## src/design/lbp_pkg.sv

```systemverilog
package lbp_pkg;

	localparam int MAX_WIDTH  = 1024;
	localparam int PIXEL_BITS = 8;
	localparam int MAX_HEIGHT = 4096;
	localparam int MIN_DIM    = 3;

	localparam int COL_W   = $clog2(MAX_WIDTH);
	localparam int ROW_W   = 12;
	localparam int IWD_W   = 11;
	localparam int HGT_W   = 13;
	localparam int WU_W    = (COL_W + 1 > IWD_W) ? COL_W + 1 : IWD_W;
	localparam int PADDR_W = 4;
	localparam int PDATA_W = 32;

	localparam logic [1:0] REG_IMAGE_WIDTH   = 2'd0;
	localparam logic [1:0] REG_IMAGE_HEIGHT  = 2'd1;
	localparam logic [1:0] REG_SIGNED_PIXELS = 2'd2;

	localparam logic [IWD_W-1:0] RST_IMAGE_WIDTH  = IWD_W'(640);
	localparam logic [HGT_W-1:0] RST_IMAGE_HEIGHT = HGT_W'(480);

	typedef logic [PIXEL_BITS-1:0] pix_t;

	typedef struct packed {
		logic [WU_W-1:0]  width_use;
		logic [HGT_W-1:0] height_use;
		logic             signed_pixels;
	} cfg_t;

	typedef struct packed {
		logic             has_res;
		logic             last_col;
		logic             last_row;
		logic [COL_W-1:0] col;
		pix_t             pixel;
	} s1_t;

	// neighbour strictly greater than centre; signed order by flipping the sign bit
	function automatic logic gt(input pix_t nb, input pix_t c, input logic sgn);
		pix_t sm;
		sm = {sgn, {(PIXEL_BITS-1){1'b0}}};
		return (nb ^ sm) > (c ^ sm);
	endfunction

endpackage

```

## src/design/lbp_regs.sv

```systemverilog
module lbp_regs (
	input  logic                          clk,
	input  logic                          arst_n,
	input  logic                          psel,
	input  logic                          penable,
	input  logic                          pwrite,
	input  logic [lbp_pkg::PADDR_W-1:0]   paddr,
	input  logic [lbp_pkg::PDATA_W-1:0]   pwdata,
	output logic [lbp_pkg::PDATA_W-1:0]   prdata,
	output logic                          pready,
	output lbp_pkg::cfg_t                 cfg
);

	logic [lbp_pkg::IWD_W-1:0] width_q;
	logic [lbp_pkg::HGT_W-1:0] height_q;
	logic                      signed_q;
	logic                      wr_en;
	logic [1:0]                reg_sel;
	logic [lbp_pkg::WU_W-1:0]  width_ext;

	assign pready  = 1'b1;
	assign wr_en   = psel && penable && pwrite;
	assign reg_sel = paddr[3:2];

	always_ff @(posedge clk or negedge arst_n) begin
		if (!arst_n) begin
			width_q  <= lbp_pkg::RST_IMAGE_WIDTH;
			height_q <= lbp_pkg::RST_IMAGE_HEIGHT;
			signed_q <= 1'b0;
		end else if (wr_en) begin
			unique case (reg_sel)
				lbp_pkg::REG_IMAGE_WIDTH:   width_q  <= pwdata[lbp_pkg::IWD_W-1:0];
				lbp_pkg::REG_IMAGE_HEIGHT:  height_q <= pwdata[lbp_pkg::HGT_W-1:0];
				lbp_pkg::REG_SIGNED_PIXELS: signed_q <= pwdata[0];
				default: ;
			endcase
		end
	end

	always_comb begin
		unique case (reg_sel)
			lbp_pkg::REG_IMAGE_WIDTH:   prdata = lbp_pkg::PDATA_W'(width_q);
			lbp_pkg::REG_IMAGE_HEIGHT:  prdata = lbp_pkg::PDATA_W'(height_q);
			lbp_pkg::REG_SIGNED_PIXELS: prdata = lbp_pkg::PDATA_W'(signed_q);
			default:                    prdata = '0;
		endcase
	end

	// dimensions in use, saturated to the supported range
	assign width_ext = lbp_pkg::WU_W'(width_q);

	always_comb begin
		if (width_ext < lbp_pkg::WU_W'(lbp_pkg::MIN_DIM)) begin
			cfg.width_use = lbp_pkg::WU_W'(lbp_pkg::MIN_DIM);
		end else if (width_ext > lbp_pkg::WU_W'(lbp_pkg::MAX_WIDTH)) begin
			cfg.width_use = lbp_pkg::WU_W'(lbp_pkg::MAX_WIDTH);
		end else begin
			cfg.width_use = width_ext;
		end
		if (height_q < lbp_pkg::HGT_W'(lbp_pkg::MIN_DIM)) begin
			cfg.height_use = lbp_pkg::HGT_W'(lbp_pkg::MIN_DIM);
		end else if (height_q > lbp_pkg::HGT_W'(lbp_pkg::MAX_HEIGHT)) begin
			cfg.height_use = lbp_pkg::HGT_W'(lbp_pkg::MAX_HEIGHT);
		end else begin
			cfg.height_use = height_q;
		end
		cfg.signed_pixels = signed_q;
	end

endmodule

```

## config.mk

```make
export PLATFORM = sky130hd
export DESIGN_NAME = lbp_regs
export DESIGN_NICKNAME = d
export VERILOG_FILES = /design/src/design/lbp_pkg.sv /design/src/design/lbp_regs.sv
export SDC_FILE = /design/constraint.sdc
export NUM_CORES = 1
export LEC_CHECK = 0
export ABC_AREA = 0
export ABC_CLOCK_PERIOD_IN_PS = 1100
export BUFFER_PORTS_ARGS = -buffer_cell sky130_fd_sc_hd__buf_2
export CORE_UTILIZATION = 42
export CTS_CLUSTER_DIAMETER = 100
export CTS_CLUSTER_SIZE = 20
export DETAILED_ROUTE_END_ITERATION = 8
export PLACE_DENSITY_LB_ADDON = 0.3
export SYNTH_ARGS = -nofsm -noshare
export SYNTH_HDL_FRONTEND = slang
export SYNTH_SLANG_ARGS = --single-unit
```

## constraint.sdc

```tcl
create_clock -name clk -period 1.1 [get_ports clk]
set_input_delay 0.165 -clock clk [delete_from_list [all_inputs] [get_ports clk]]
set_output_delay 0.165 -clock clk [all_outputs]
set_load 0.02 [all_outputs]
```

# After elaboration in Yosys (flattened, before gate mapping)
# Index checks and enable logic that the tools add are counted.
classes:
  order_cmp: 4
  eq_ne: 2
  n_mux: 5
  n_reduce_logical: 6
op_table:
  columns: ["cell", "count"]
  rows:
  - ["$pmux 13 s3", 1]
  - ["$mux 13", 2]
  - ["$mux 11", 2]
  - ["$gt 13x13->1 const B", 1]
  - ["$lt 13x2->1 const B", 1]
  - ["$gt 11x11->1 const B", 1]
  - ["$lt 11x2->1 const B", 1]
  - ["$reduce_and 2->1", 3]
  - ["$eq 2x1->1 const B", 1]
  - ["$eq 2x2->1 const B", 1]
  - ["$logic_and 1x1->1", 2]
  - ["$logic_not 2->1", 1]
word_totals:
  regBits: 25
  in_bits: 41

# Depth between registers and ports, before layout
logic_depth:
  depth_word: 3
  depth_mapped: 4
  mapped_depth_nobuf: 3

# Worst setup path before layout
# OpenSTA, ideal clock, no wires.
synth_path:
  path_kind: "flip-flop to output port"
  startpoint: "register height_q[12] (netlist bit)"
  endpoint: "output port cfg[1] (netlist bit)"
  arrival_ns: 1.117
  t_required_ns: 0.935
  setup_slack_ns: -0.182
  stages_incl_launch_ff: 3
  path_buffers: 1
  cell_sequence: "dfrtp_1 clkbuf_1 o21ai_0"
synth_rtl:
  columns: ["item", "line_no", "text"]
  rows:
  - ["from (decl)", "lbp_regs.sv:15", "logic [lbp_pkg::HGT_W-1:0] height_q;"]
  - ["from (signal assigned)", "lbp_regs.sv:28", "height_q <= lbp_pkg::RST_IMAGE_HEIGHT;"]
  - ["from (signal assigned)", "lbp_regs.sv:33", "lbp_pkg::REG_IMAGE_HEIGHT: height_q <= pwdata[lbp_pkg::HGT_W-1:0];"]
  - ["to (decl)", "lbp_regs.sv:11", "output lbp_pkg::cfg_t cfg"]

==> reports/qor.csv <==
stage,metric,value,unit
placed_design,Setup WS pre-CTS,-0.225,ns
worst_setup_path,R2R Path End,width_ext[8],
global_route,first-pass GRT wire length,6310,um
clocking,clock transition at the registers of the reported paths,0.13,ns
layout,multi-input logic area,973,sq um
worst_setup_path,Worst setup SP type,register,
hold_path,sink of the worst hold path,height_q[11],
power_and_ir_drop,PwrDens,1750,nW/um^2
yosys,asr flop ratio synth,1.00,
die,Starting Density,0.450,
run,maxcap violations,0,
power_and_ir_drop,leakage power,0.00124,uW
global_route,GR Overflow Total,0,
die,core area,3420,sq um
yosys,Synth Register Bits,25,
die,num ports,99,
yosys,top-area cell type share of the netlist area,0.309,
die,full die area,3900,sq um
sta,Worst-Margin Slew,0.558,ns
yosys,mapped cell area,1540,sq um
die,Die Span Y,62.5,um
clocking,clock latency on the worst-skew pair,0.31,ns
route,Residual DRC,0,
global_route,GR Util All Layers,0.209,
yosys,"top cells by area, synth","dfrtp_1 31%, mux2_2 18%, buf_4 11%",
die,Die W,62.5,um
power_and_ir_drop,Max VDD drop,0.00112,V
run_status,status,"finished, violations left",
die,row cnt,21,
yosys,Unique masters post-synth,23,
worst_setup_path,arrival time worst endpoint,1.46,ns
hold_path,HP Start,pwdata[11],
yosys,"Avg Cell Area, Syn",10.7,sq um
hold_path,Hold WC Path Type,input pin to register,
route,total wire length,4270,um
sta,unrepaired setup endpoints after global routing,true,
placed_design,# port buffers,57,
clocking,TritonCTS clock tree,yes,
clocking,CTS root buf,clkbuf_4,
placed_design,Placed Area,2030,sq um
hold_path,Hold Path Cell Cnt,2,
worst_setup_path,crit-path max FO,2,
yosys,Yosys top cell by area,dfrtp_1,
yosys,Synth Flop Type,dfrtp_1,
yosys,Post-synth top cells,"25 x mux2_2, 23 x buf_4, 19 x dfrtp_1",
worst_setup_path,worst-case reg-to-reg path depth,3,
sta,Final setup viols,37,
clocking,clk sinks,25,
worst_setup_path,"Req. time, crit path",0.94,ns
layout,fin area,2550,sq um
layout,layout cells sized above 1,0.694,
route,antenna-violating nets left,0,
route,drt first pass iters,4,
clocking,Clock Path Buffers,2,
sta,Worst Skew,0,ns
global_route,initial antenna violation count,0,
yosys,Synth warnings,0,
yosys,most frequent cell after synthesis,mux2_2,
clocking,TritonCTS buffer count,3,
route,Avg WL per Cell,15.5,um
sta,final hold vios,0,
run_status,failing checks,negative setup slack,
layout,n_diodes,0,
sta,PnR worst setup slack,-0.523,ns
layout,Layout fillers,232,
sta,period utilisation layout,1.48,
layout,area grow syn2layout,65.8,%
sta,FMAX,616,MHz
layout,FF+latch area,636,sq um
yosys,post-synthesis cell count,143,
global_route,vias in the first global route,1278,
placed_design,hpwl dp,2760,um
clocking,H-tree depth,1,
yosys,post-synthesis sequential area ratio,0.412,
route,Iter 0 DRT Violations,16,
worst_setup_path,FF-to-FF Start,width_ext[8],
global_route,largest net degree at the start of global routing,26,
route,DR vias/cell,4.77,
sta,Setup TNS Final,-11.98,ns
route,vias post-DR,1313,
worst_setup_path,r2r setup slk,0.06,ns
worst_setup_path,critical path type,register to primary output,
yosys,number of synthesized flops with an enable pin,0,
sta,Final Slew Violations,0,
sta,Final min period,1.62,ns
layout,nets,271,
sta,Slew headroom,0.628,
worst_setup_path,CP Capture Type,primary output,
placed_design,Final Wtd Congestion,0.783,
==> flip-flops by register name, summed over array words and instances, names as in the netlist <==
register	flops
height_q	13
width_ext	11
signed_q	1
==> metrics by stage <==
step / std cells / total power, uW / util / hold slack (ns)
2_1_floorplan: 161 / 2470 / - / -0.131
3_3_place_gp: 260 / 3100 / 0.594 / 0.175
3_5_place_dp: 260 / 3140 / 0.594 / 0.184
4_1_cts: 269 / 4070 / 0.689 / 0.0777
5_1_grt: 275 / 4700 / 0.746 / 0.0515
6_report: 275 / 4470 / 0.746 / 0.0794
==> routing by layer <==
metal  GRT usage  part of all wire
met3      0.0347             0.048
met1       0.255              0.43
met2       0.368              0.51
met4      0.0727             0.015
met5           0                 0
==> cell usage in the layout, fill, tap and decap left out <==
cell / synthesis / final
mux2i_1: 11 / 8
buf_6: 1 / 35
nor4_4: 0 / 2
buf_12: 0 / 3
dfrtp_2: 0 / 2
buf_2: 1 / 22
a21oi_2: 0 / 2
nor3b_1: 1 / 1
nor3b_4: 1 / 1
dfrtp_1: 19 / 17
dlygate4sd3_1: 0 / 1
and3b_1: 2 / 2
conb_1: 2 / 20
nand3_4: 0 / 1
inv_1: 2 / 2
mux2i_2: 0 / 3
dfstp_2: 6 / 6
nor2_1: 12 / 9
buf_8: 0 / 1
nor2b_2: 0 / 1
clkbuf_16: 0 / 1
nor2b_1: 18 / 4
nor3_2: 1 / 1
nand3b_1: 1 / 1
clkbuf_4: 0 / 3
o21ai_1: 0 / 2
mux2_4: 0 / 10
nor2b_4: 0 / 13
buf_4: 23 / 31
nor2_2: 0 / 3
mux2_2: 25 / 15
clkbuf_1: 5 / 1
nand3_1: 1 / 1
nor3_1: 1 / 1
nor4_2: 0 / 2
o21ai_2: 0 / 1
==> worst max-delay path by stage <==
stage | startpoint | endpoint | slack, ns
after floorplan | width_ext[5] | cfg[14] | -0.07
after global placement | width_ext[5] | cfg[14] | -0.23
after detailed placement | width_ext[5] | cfg[14] | -0.22
after CTS | width_ext[8] | cfg[14] | -0.51
after global routing | width_ext[8] | cfg[14] | -0.60
final | width_ext[8] | cfg[14] | -0.52
==> power by group <==
group          internal [uW]  switching (uW)
logic                   1470            1160
clock network            142             266
registers               1180             251
total                   2790            1680
==> critical path, stage by stage, from the launching register on <==
cell and delay, ns:
dfrtp_1 0.43, nor4_4 0.37, a21oi_2 0.11, nor2_2 0.11, buf_6 0.12
==> timing repair <==
action	in CTS	in global routing
cloned	0	1
pin swaps	6	4
gates resized for setup	73	35
endpoints found under the setup margin	37	38
hold buffers	1	0
setup buffers	4	8
endpoints found under the hold margin	19	0
==> final cells by class <==
| cell class | instances | area share |
|---|---|---|
| Clock buffer | 4 | 0.0103 |
| Multi-Input combinational cell | 104 | 0.382 |
| Tap cell | 46 | 0.0226 |
| Timing Repair Buffer | 94 | 0.333 |
| Sequential cell | 25 | 0.250 |
| Inverter | 2 | 0.00295 |
==> kinds of logic after synthesis <==
| kind of cell | share of synthesized area |
|---|---|
| multiplexers | 0.255 |
| other | 0.00489 |
| AO/OA/AOI/OAI | 0.0163 |
| AND/OR/NAND/NOR | 0.172 |
| flip-flops | 0.412 |
| buffers and inverters | 0.140 |
(Power assumes the default switching activity.)
