$ cat config.mk
export PLATFORM = sky130hd
export DESIGN_NAME = lbp_kernel
export DESIGN_NICKNAME = d
export VERILOG_FILES = /design/src/design/lbp_pkg.sv /design/src/design/lbp_kernel.sv
export SDC_FILE = /design/constraint.sdc
export NUM_CORES = 1
export LEC_CHECK = 0
export BUFFER_PORTS_ARGS = -buffer_cell sky130_fd_sc_hd__buf_2
export CAP_MARGIN = 20
export CORE_ASPECT_RATIO = 0.6
export CORE_MARGIN = 5
export CORE_UTILIZATION = 35
export CTS_CLUSTER_DIAMETER = 120
export DETAILED_ROUTE_END_ITERATION = 8
export GPL_ROUTABILITY_DRIVEN = 0
export SKIP_LAST_GASP = 1
export SLEW_MARGIN = 20
export SYNTH_ARGS = -nofsm -noshare
export SYNTH_HDL_FRONTEND = slang
export SYNTH_SLANG_ARGS = --single-unit
$ cat constraint.sdc
create_clock -name clk -period 1.6 [get_ports clk]
set_input_delay 0.08 -clock clk [delete_from_list [all_inputs] [get_ports clk]]
set_output_delay 0.08 -clock clk [all_outputs]
set_load 0.01 [all_outputs]
$ cat src/design/lbp_pkg.sv
package lbp_pkg;

	localparam int MAX_WIDTH  = 1024;
	localparam int PIXEL_BITS = 8;
	localparam int MAX_HEIGHT = 4096;
	localparam int MIN_DIM    = 3;

	localparam int COL_W   = $clog2(MAX_WIDTH);
	localparam int ROW_W   = 12;
	localparam int IWD_W   = 11;
	localparam int HGT_W   = 13;
	localparam int WU_W    = (COL_W + 1 > IWD_W) ? COL_W + 1 : IWD_W;
	localparam int PADDR_W = 4;
	localparam int PDATA_W = 32;

	localparam logic [1:0] REG_IMAGE_WIDTH   = 2'd0;
	localparam logic [1:0] REG_IMAGE_HEIGHT  = 2'd1;
	localparam logic [1:0] REG_SIGNED_PIXELS = 2'd2;

	localparam logic [IWD_W-1:0] RST_IMAGE_WIDTH  = IWD_W'(640);
	localparam logic [HGT_W-1:0] RST_IMAGE_HEIGHT = HGT_W'(480);

	typedef logic [PIXEL_BITS-1:0] pix_t;

	typedef struct packed {
		logic [WU_W-1:0]  width_use;
		logic [HGT_W-1:0] height_use;
		logic             signed_pixels;
	} cfg_t;

	typedef struct packed {
		logic             has_res;
		logic             last_col;
		logic             last_row;
		logic [COL_W-1:0] col;
		pix_t             pixel;
	} s1_t;

	// neighbour strictly greater than centre; signed order by flipping the sign bit
	function automatic logic gt(input pix_t nb, input pix_t c, input logic sgn);
		pix_t sm;
		sm = {sgn, {(PIXEL_BITS-1){1'b0}}};
		return (nb ^ sm) > (c ^ sm);
	endfunction

endpackage

$ cat src/design/lbp_kernel.sv
module lbp_kernel (
	input  logic          clk,
	input  logic          arst_n,
	input  logic          advance,
	input  lbp_pkg::pix_t pixel,
	input  lbp_pkg::pix_t top,
	input  lbp_pkg::pix_t mid,
	input  logic          sgn,
	output logic [7:0]    code
);

	// [0],[1] top row c-2,c-1; [2],[3] middle row; [4],[5] bottom row
	lbp_pkg::pix_t win_q [6];
	lbp_pkg::pix_t ctr;

	always_ff @(posedge clk or negedge arst_n) begin
		if (!arst_n) begin
			for (int i = 0; i < 6; i++) begin
				win_q[i] <= '0;
			end
		end else if (advance) begin
			win_q[0] <= win_q[1];
			win_q[1] <= top;
			win_q[2] <= win_q[3];
			win_q[3] <= mid;
			win_q[4] <= win_q[5];
			win_q[5] <= pixel;
		end
	end

	assign ctr = win_q[3];

	assign code = {
		lbp_pkg::gt(win_q[0], ctr, sgn),
		lbp_pkg::gt(win_q[1], ctr, sgn),
		lbp_pkg::gt(top,      ctr, sgn),
		lbp_pkg::gt(mid,      ctr, sgn),
		lbp_pkg::gt(pixel,    ctr, sgn),
		lbp_pkg::gt(win_q[5], ctr, sgn),
		lbp_pkg::gt(win_q[4], ctr, sgn),
		lbp_pkg::gt(win_q[2], ctr, sgn)
	};

endmodule

Yosys cells after proc, flatten, opt, wreduce, memory -nomap -nowiden
Index checks and enable logic that the tools add are counted. W data, S select, Z words.

Flip-flop bits (word level): 48. Output and inout bits: 8. Word-level logic and storage cells: 23. Bits of input ports: 28.

Bitwise gates (word level): 9. $lt $le $gt $ge: 8.

Operator list (number): $xor A8 B8 Y8 (9); $gt A8 B8 Y1 (8).

Logic depth before layout (Yosys ltp)
Gate-level depths: netlist of run 1.

Depth after elaboration: 2. Mapped depth: 6. Mapped depth without buffers: 6.

Worst setup path after synthesis of run 1
Ideal clock, no wire load.

Path kind: flip-flop to output port. Start: register win_q, in the netlist ctr[1]. End: output code[0]. Required time: 1.520 ns. Path slack: 0.144 ns. Data arrival time: 1.376 ns. Cell stages (with the launch flop): 7. Buffers on the path: 0. Path through: dfrtp_1 inv_1 ha_1 nor2b_1 o211ai_1 a21oi_1 o22a_1.

Cells in the longest elaborated chain, start to end: 2.

RTL lines: start: declaration (RTL line lbp_kernel.sv:13) `lbp_pkg::pix_t win_q [6];`; $xor A8 B8 Y8 (RTL line lbp_pkg.sv:43) `return (nb ^ sm) > (c ^ sm);`; $gt A8 B8 Y1 (RTL line lbp_pkg.sv:43); end: declaration (RTL line lbp_kernel.sv:9) `output logic [7:0] code`.

No other way between the ends.

Worst setup path in the final report of run 1
Start: register win_q, in the netlist ctr[6]. End: output code[2].

Same word-level chain as after synthesis.

==> impl_metrics.csv, run 1 <==
group,metric,value,unit
status,status,"finished with violations",
status,violations,"setup timing",
cells_and_area,final.fill_count,904,
cts,cts_buffers,5,
synthesis,mappedNetlistArea,3390,um2
route,top_layer,"met4",
cts,cts_tree,"yes",
cells_and_area,area_growth,23.8,%
synthesis,yosysWarnings,0,
route,wl,8.12,mm
synthesis,syn_nets,408,
floorplan,die_area,11800,um2
cells_and_area,postLayoutCoreUtil,45.0,%
route,drt_iter0_markers,176,
synthesis,synth_cells,324,
placed_design,hpwl,6.13,mm
timing,finalMaxSlewViolations,0,
global_route,grt_pass1_wl,13.5,mm
timing,tightest_slew,0.457,ns
critical_path,startpoint_type,"flip-flop",
power_and_ir_drop,p_leak,1.90,nW
floorplan,die_h,86.2,um
synthesis,synth_area_leaders,"dfrtp_1 35%, ha_1 21%, mux2_2 11%",
timing,holdWs,0.00367,ns
route,drc_errors,0,
placed_design,place_ws,-0.0962,ns
route,vias,2564,
route,viasPerCell,5.04,
synthesis,synthArstFlopShare,100,%
floorplan,rows,27,
synthesis,synth_area_per_cell,10.5,um2
synthesis,synth.top_cells.by_count,"56 x ha_1, 48 x dfrtp_1, 34 x mux2_2, 23 x nand2_1, 20 x inv_1",
critical_path,cp.required,1.52,ns
cts,clk_path_buf_depth,2,
timing,setup_violations,8,
synthesis,synth_top_area_share,35.5,%
cells_and_area,layout-drive-gt1-share,34.6,%
power_and_ir_drop,power.density,932,nW/um2
cts,clock_sinks,48,
synthesis,yosysSeqAreaShare,35.5,%
global_route,grt_start_max_net_pins,56,
cts,ctsRootBufferMaster,"clkbuf_16",
floorplan,initial_core_util,36.3,%
floorplan,ios,36,
timing,finalWorstSetupSlack,-0.320,ns
timing,max_slew_margin,69.6,%
synthesis,synthFlopType,"dfrtp_1",
hold_path,hp-class,"in2reg",
critical_path,critPathCaptureType,"output port",
cells_and_area,antenna_cells,0,
global_route,globalRouteTotalUtil,14.4,%
timing,hold_viol,0,
synthesis,synth-seq-cells,48,
global_route,grt_pass1_vias,2572,
global_route,grt_overflow,0,
critical_path,arrival,1.84,ns
floorplan,die_x,137,um
critical_path,cp_max_fo,5,
critical_path,critPathKind,"reg2out",
cells_and_area,layout.nets,462,
timing,finalClockSkew,0.00829,ns
route,wl_per_cell,15.9,um
timing,fmax,521,MHz
cts,htreeDepth,2,
route,met3WireLength,221,um
route,final_antenna_net_count,0,
flow_run,cap_violations,0,
floorplan,coreArea,9320,um2
placed_design,port-buffer-count,35,
cts,cts.clk_slew.worst_paths,0.07,ns
route,wl_met2,3.47,mm
timing,fin_crit,1.92,ns
global_route,antenna_found_initial,0,
route,firstDrtPassIters,4,
cts,clk-insertion-delay-late,0.30,ns
synthesis,synth.distinct_cells,34,
timing,finalCritPeriodShare,120,%
synthesis,synth_top_cell_by_area,"dfrtp_1",
route,wl_met1,4.34,mm
timing,grt_setup_unrepaired,"true",
synthesis,synth-edff-count,0,
power_and_ir_drop,vdd_drop_max,0.000460,V
synthesis,synth.most_common_cell,"ha_1",
[through the flow]
stage                     instances  area, um2  total power, mW  TNS, ns
after floorplan                 324       3390             2.24        0
after global placement          499       3860             2.64   -0.355
after detailed placement        499       3860             2.69   -0.541
after CTS                       508       4160             3.91    -2.43
after global routing            509       4190             4.16    -3.03
final                           509       4190             3.91    -2.31
[flip-flops by register name, summed over array words and instances, names as in the netlist]
register and flops:
ctr 8, win_q 40
[where the power goes]
group          switching (mW)  internal (mW)  total (mW)
clock                   0.498          0.623        1.12
combinational           0.645          0.667        1.31
sequential              0.119           1.36        1.48
[repair_timing]
| action | in CTS | in global routing |
|---|---|---|
| setup endpoints to repair | 8 | 8 |
| hold endpoints to repair | 16 | 0 |
| hold buffers | 1 | 0 |
| pin swaps | 9 | 8 |
| resized for setup | 28 | 7 |
| setup buffers | 0 | 1 |
[worst paths after layout]
check                      startpoint        end  slack, ns  depth (start not counted)
max                            ctr[6]    code[2]      -0.32                          7
min                          pixel[0]   win_q[0]      0.004                          3
max reg2reg                    ctr[0]     ctr[0]       0.69                          1
min reg2reg                 win_q[32]  win_q[40]       0.50                          2
max in group asynchronous      arst_n  win_q[37]       0.79                          3
min in group asynchronous      arst_n  win_q[12]       0.26                          2
[kinds of logic after synthesis]
| family | synth area share [%] |
|---|---|
| flip-flops | 35.5 |
| AO/OA/AOI/OAI | 13.1 |
| XOR/XNOR | 2.95 |
| AND/OR/NAND/NOR | 10.6 |
| adder cells (fa/ha/maj) | 22.2 |
| multiplexers | 11.3 |
| buffers and inverters | 4.39 |
[metal layers]
layer	vias to the layer above	track usage, %
met1	1229	21.8
met4	0	3.08
met2	27	20.9
met3	9	3.42
met5	-	0
li1	1299	-
[area by class of cell]
| cell class | instances | area, um2 | share of cell area, % |
|---|---|---|---|
| Multi-Input combinational cell | 245 | 2190 | 52.1 |
| Timing Repair Buffer | 58 | 412 | 9.82 |
| Inverter | 20 | 77.6 | 1.85 |
| Clock buffer | 6 | 139 | 3.31 |
| Tap cell | 130 | 163 | 3.88 |
| Sequential cell | 48 | 1200 | 28.7 |
| Clock inverter | 2 | 15.0 | 0.358 |
[critical path: stages (launching register included)]
cell and delay [ns]:
dfrtp_1 0.35, inv_2 0.06, buf_4 0.15, ha_1 0.21
maj3_1 0.37, a21oi_2 0.15, a31oi_1 0.10, buf_2 0.14
[cells in the final DEF, fill, tap and decap left out, types with 2 or more instances in the layout]
cell / instances
nand4_1: 14
a31oi_1: 4
nor2b_1: 5
nand2_1: 23
inv_1: 17
xnor2_2: 5
o211ai_1: 8
clkbuf_16: 5
buf_12: 4
clkinvlp_4: 2
a21oi_1: 14
o22a_1: 2
a21oi_2: 5
ha_1: 49
nand3_1: 7
ha_4: 5
buf_6: 3
a211oi_2: 2
dfrtp_1: 47
o21ai_0: 15
a21o_1: 11
buf_2: 35
maj3_1: 5
buf_4: 15
xnor2_1: 3
a211oi_1: 4
o21ai_1: 2
mux2_2: 34
nand2b_1: 2
nor2_1: 10
nor2b_4: 4
ha_2: 2
inv_2: 2
Power figures use the tool's default switching activity.
==> run 2: changes to the inputs <==
- HOLD_SLACK_MARGIN: default -> 0.05
- PLACE_DENSITY: default -> 0.58
==> run 2 against run 1 <==
Against the previous run:
- the flow still finishes with violations (setup timing)
- routed wire length is 2.6% higher
- clock power is 4% lower
- critical path type unchanged
- largest power group unchanged
- power is 2.2% higher
- register-to-register slack worse by 0.21 ns
- die area stayed put
- global-route usage is 0.15 points higher
- critical path depth is 1 higher
- critical endpoint unchanged
==> impl_metrics.csv, run 2 (synthesis gave the netlist of run 1 again) <==
group,metric,value,unit
route,wl,8.33,mm
cells_and_area,antenna_cells,0,
flow_run,cap_violations,0,
timing,hold_viol,0,
floorplan,die_h,86.2,um
cells_and_area,layout.nets,471,
critical_path,critPathKind,"reg2out",
global_route,grt_util_met2,21.6,%
cells_and_area,final_common_cell,"dfrtp_1",
cts,clock_sinks,48,
global_route,antenna_found_initial,0,
critical_path,arrival,1.84,ns
hold_path,hp-class,"in2reg",
floorplan,coreArea,9320,um2
critical_path,path_cells,"inv_2 -> buf_6 -> ha_4 -> nor2b_4 -> o211ai_1 -> a21o_1 -> a31oi_1 -> buf_2",
route,drt_iter0_markers,151,
cts,htreeDepth,2,
global_route,grt_pass1_wl,13.6,mm
route,drc_errors,0,
placed_design,hpwl,6.09,mm
power_and_ir_drop,vdd_drop_max,0.000425,V
critical_path,reg2reg_depth,3,
critical_path,cp.required,1.52,ns
power_and_ir_drop,seqPwrFrac,37.4,%
cts,cts_tree,"yes",
power_and_ir_drop,p_leak,1.96,nW
critical_path,rr_endpoint,"win_q[31]",
floorplan,ios,36,
route,viasPerCell,5.05,
global_route,gr-usage-met3,3.94,%
timing,fin_crit,1.92,ns
floorplan,die_x,137,um
critical_path,critPathTopFamily,"compound AO/OA/AOI/OAI gates",
timing,grt_setup_unrepaired,"true",
cells_and_area,postLayoutCoreUtil,47.9,%
cts,ctsRootBufferMaster,"clkbuf_16",
hold_path,worstHoldPathCells,2,
cells_and_area,area_growth,31.7,%
power_and_ir_drop,combPwrFrac,35.6,%
power_and_ir_drop,power.internal,2.72,mW
hold_path,hold_end,"ctr[0]",
critical_path,r2r-start,"ctr[7]",
power_and_ir_drop,switching_power,1.27,mW
cells_and_area,largest_reg_flops,40,
timing,fmax,521,MHz
floorplan,initial_core_util,36.3,%
global_route,globalRouteTotalUtil,14.6,%
floorplan,rows,27,
critical_path,cp_slowest_cell,"dfrtp_1",
global_route,grt_pass1_vias,2639,
hold_path,hp-start,"mid[0]",
status,status,"finished with violations",
global_route,grt_start_max_net_pins,63,
cts,clk-insertion-delay-late,0.29,ns
timing,holdWs,0.0524,ns
global_route,grt_overflow,0,
timing,tightest_slew,0.442,ns
placed_design,port-buffer-count,35,
timing,finalMaxSlewViolations,0,
cts,cts_buffers,5,
timing,finalCritPeriodShare,120,%
status,violations,"setup timing",
timing,finalWorstSetupSlack,-0.321,ns
cts,clk_path_buf_depth,2,
cells_and_area,layout-drive-gt1-share,39.2,%
cells_and_area,mostFrequentLayoutCells,"46 x dfrtp_1, 42 x ha_1, 35 x buf_2",
cells_and_area,largest-register,"win_q",
global_route,gr-usage-met1,21.6,%
floorplan,die_area,11800,um2
power_and_ir_drop,power.density,895,nW/um2
power_and_ir_drop,power_frac_clock,27.0,%
critical_path,critPathCaptureType,"output port",
critical_path,crit_buf_inv,3,
critical_path,startpoint_type,"flip-flop",
timing,max_slew_margin,70.5,%
cts,cts.clk_slew.worst_paths,0.06,ns
route,firstDrtPassIters,6,
critical_path,r2r_setup_slack,0.48,ns
power_and_ir_drop,swShare,31.8,%
critical_path,cp_max_fo,5,
route,final_antenna_net_count,0,
route,vias,2616,
critical_path,crit_path_max_incr_delay,0.36,ns
route,wl_per_cell,16.1,um
global_route,busiest_layer,"met1",
timing,finalClockSkew,0.00609,ns
timing,setup_violations,8,
## run 2: layout make-up
class | instances | area (um2)
timing repair buffer | 67 | 517
inverter | 20 | 75.1
clock buffer | 7 | 143
clock inverter | 1 | 7.51
fill | 845 | 4860
multi-input combinational | 245 | 2350
tap | 130 | 163
sequential | 48 | 1200
## run 2: power groups by stage
stage               Combinational (mW)  Clock (mW)  Sequential, mW
floorplan                        0.783           0            1.45
global placement                  1.13           0            1.49
detailed placement                1.17           0            1.49
CTS                               1.30        1.11            1.48
global route                      1.60        1.17            1.51
finish                            1.42        1.08            1.49
## run 2: through the flow
stage          total power, mW  cell area (um2)  instances  TNS (ns)  setup WS (ns)
2_1_floorplan             2.24             3390        324         0          0.144
3_3_place_gp              2.62             3840        498    -0.226        -0.0593
3_5_place_dp              2.66             3840        498    -0.401        -0.0789
4_1_cts                   3.89             4250        516     -2.35         -0.334
5_1_grt                   4.28             4460        518     -2.96         -0.415
6_report                  3.99             4460        518     -2.35         -0.321
## run 2: how the worst max path moves through the flow
stage	start	endpoint	slack, ns	cells past startpoint
final	ctr[1]	code[2]	-0.32	8
after global routing	ctr[1]	code[2]	-0.41	8
after CTS	ctr[1]	code[2]	-0.33	8
after detailed placement	ctr[6]	code[4]	-0.08	8
after global placement	ctr[1]	code[2]	-0.06	8
after floorplan	ctr[1]	code[0]	0.14	6
## run 2: routing by layer
metal	vias up	part of all wire (%)
met5	-	0
met4	0	0.70
met1	1241	51
met3	7	4.7
met2	47	43
li1	1321	-
## run 2: timing repair
item / in CTS / in global routing
setup endpoints to repair: 8 / 8
hold endpoints to repair: 23 / 0
pin swaps: 11 / 19
gates resized for setup: 35 / 26
setup buffers: 2 / 1
hold buffers: 8 / 0
cloned: 0 / 1
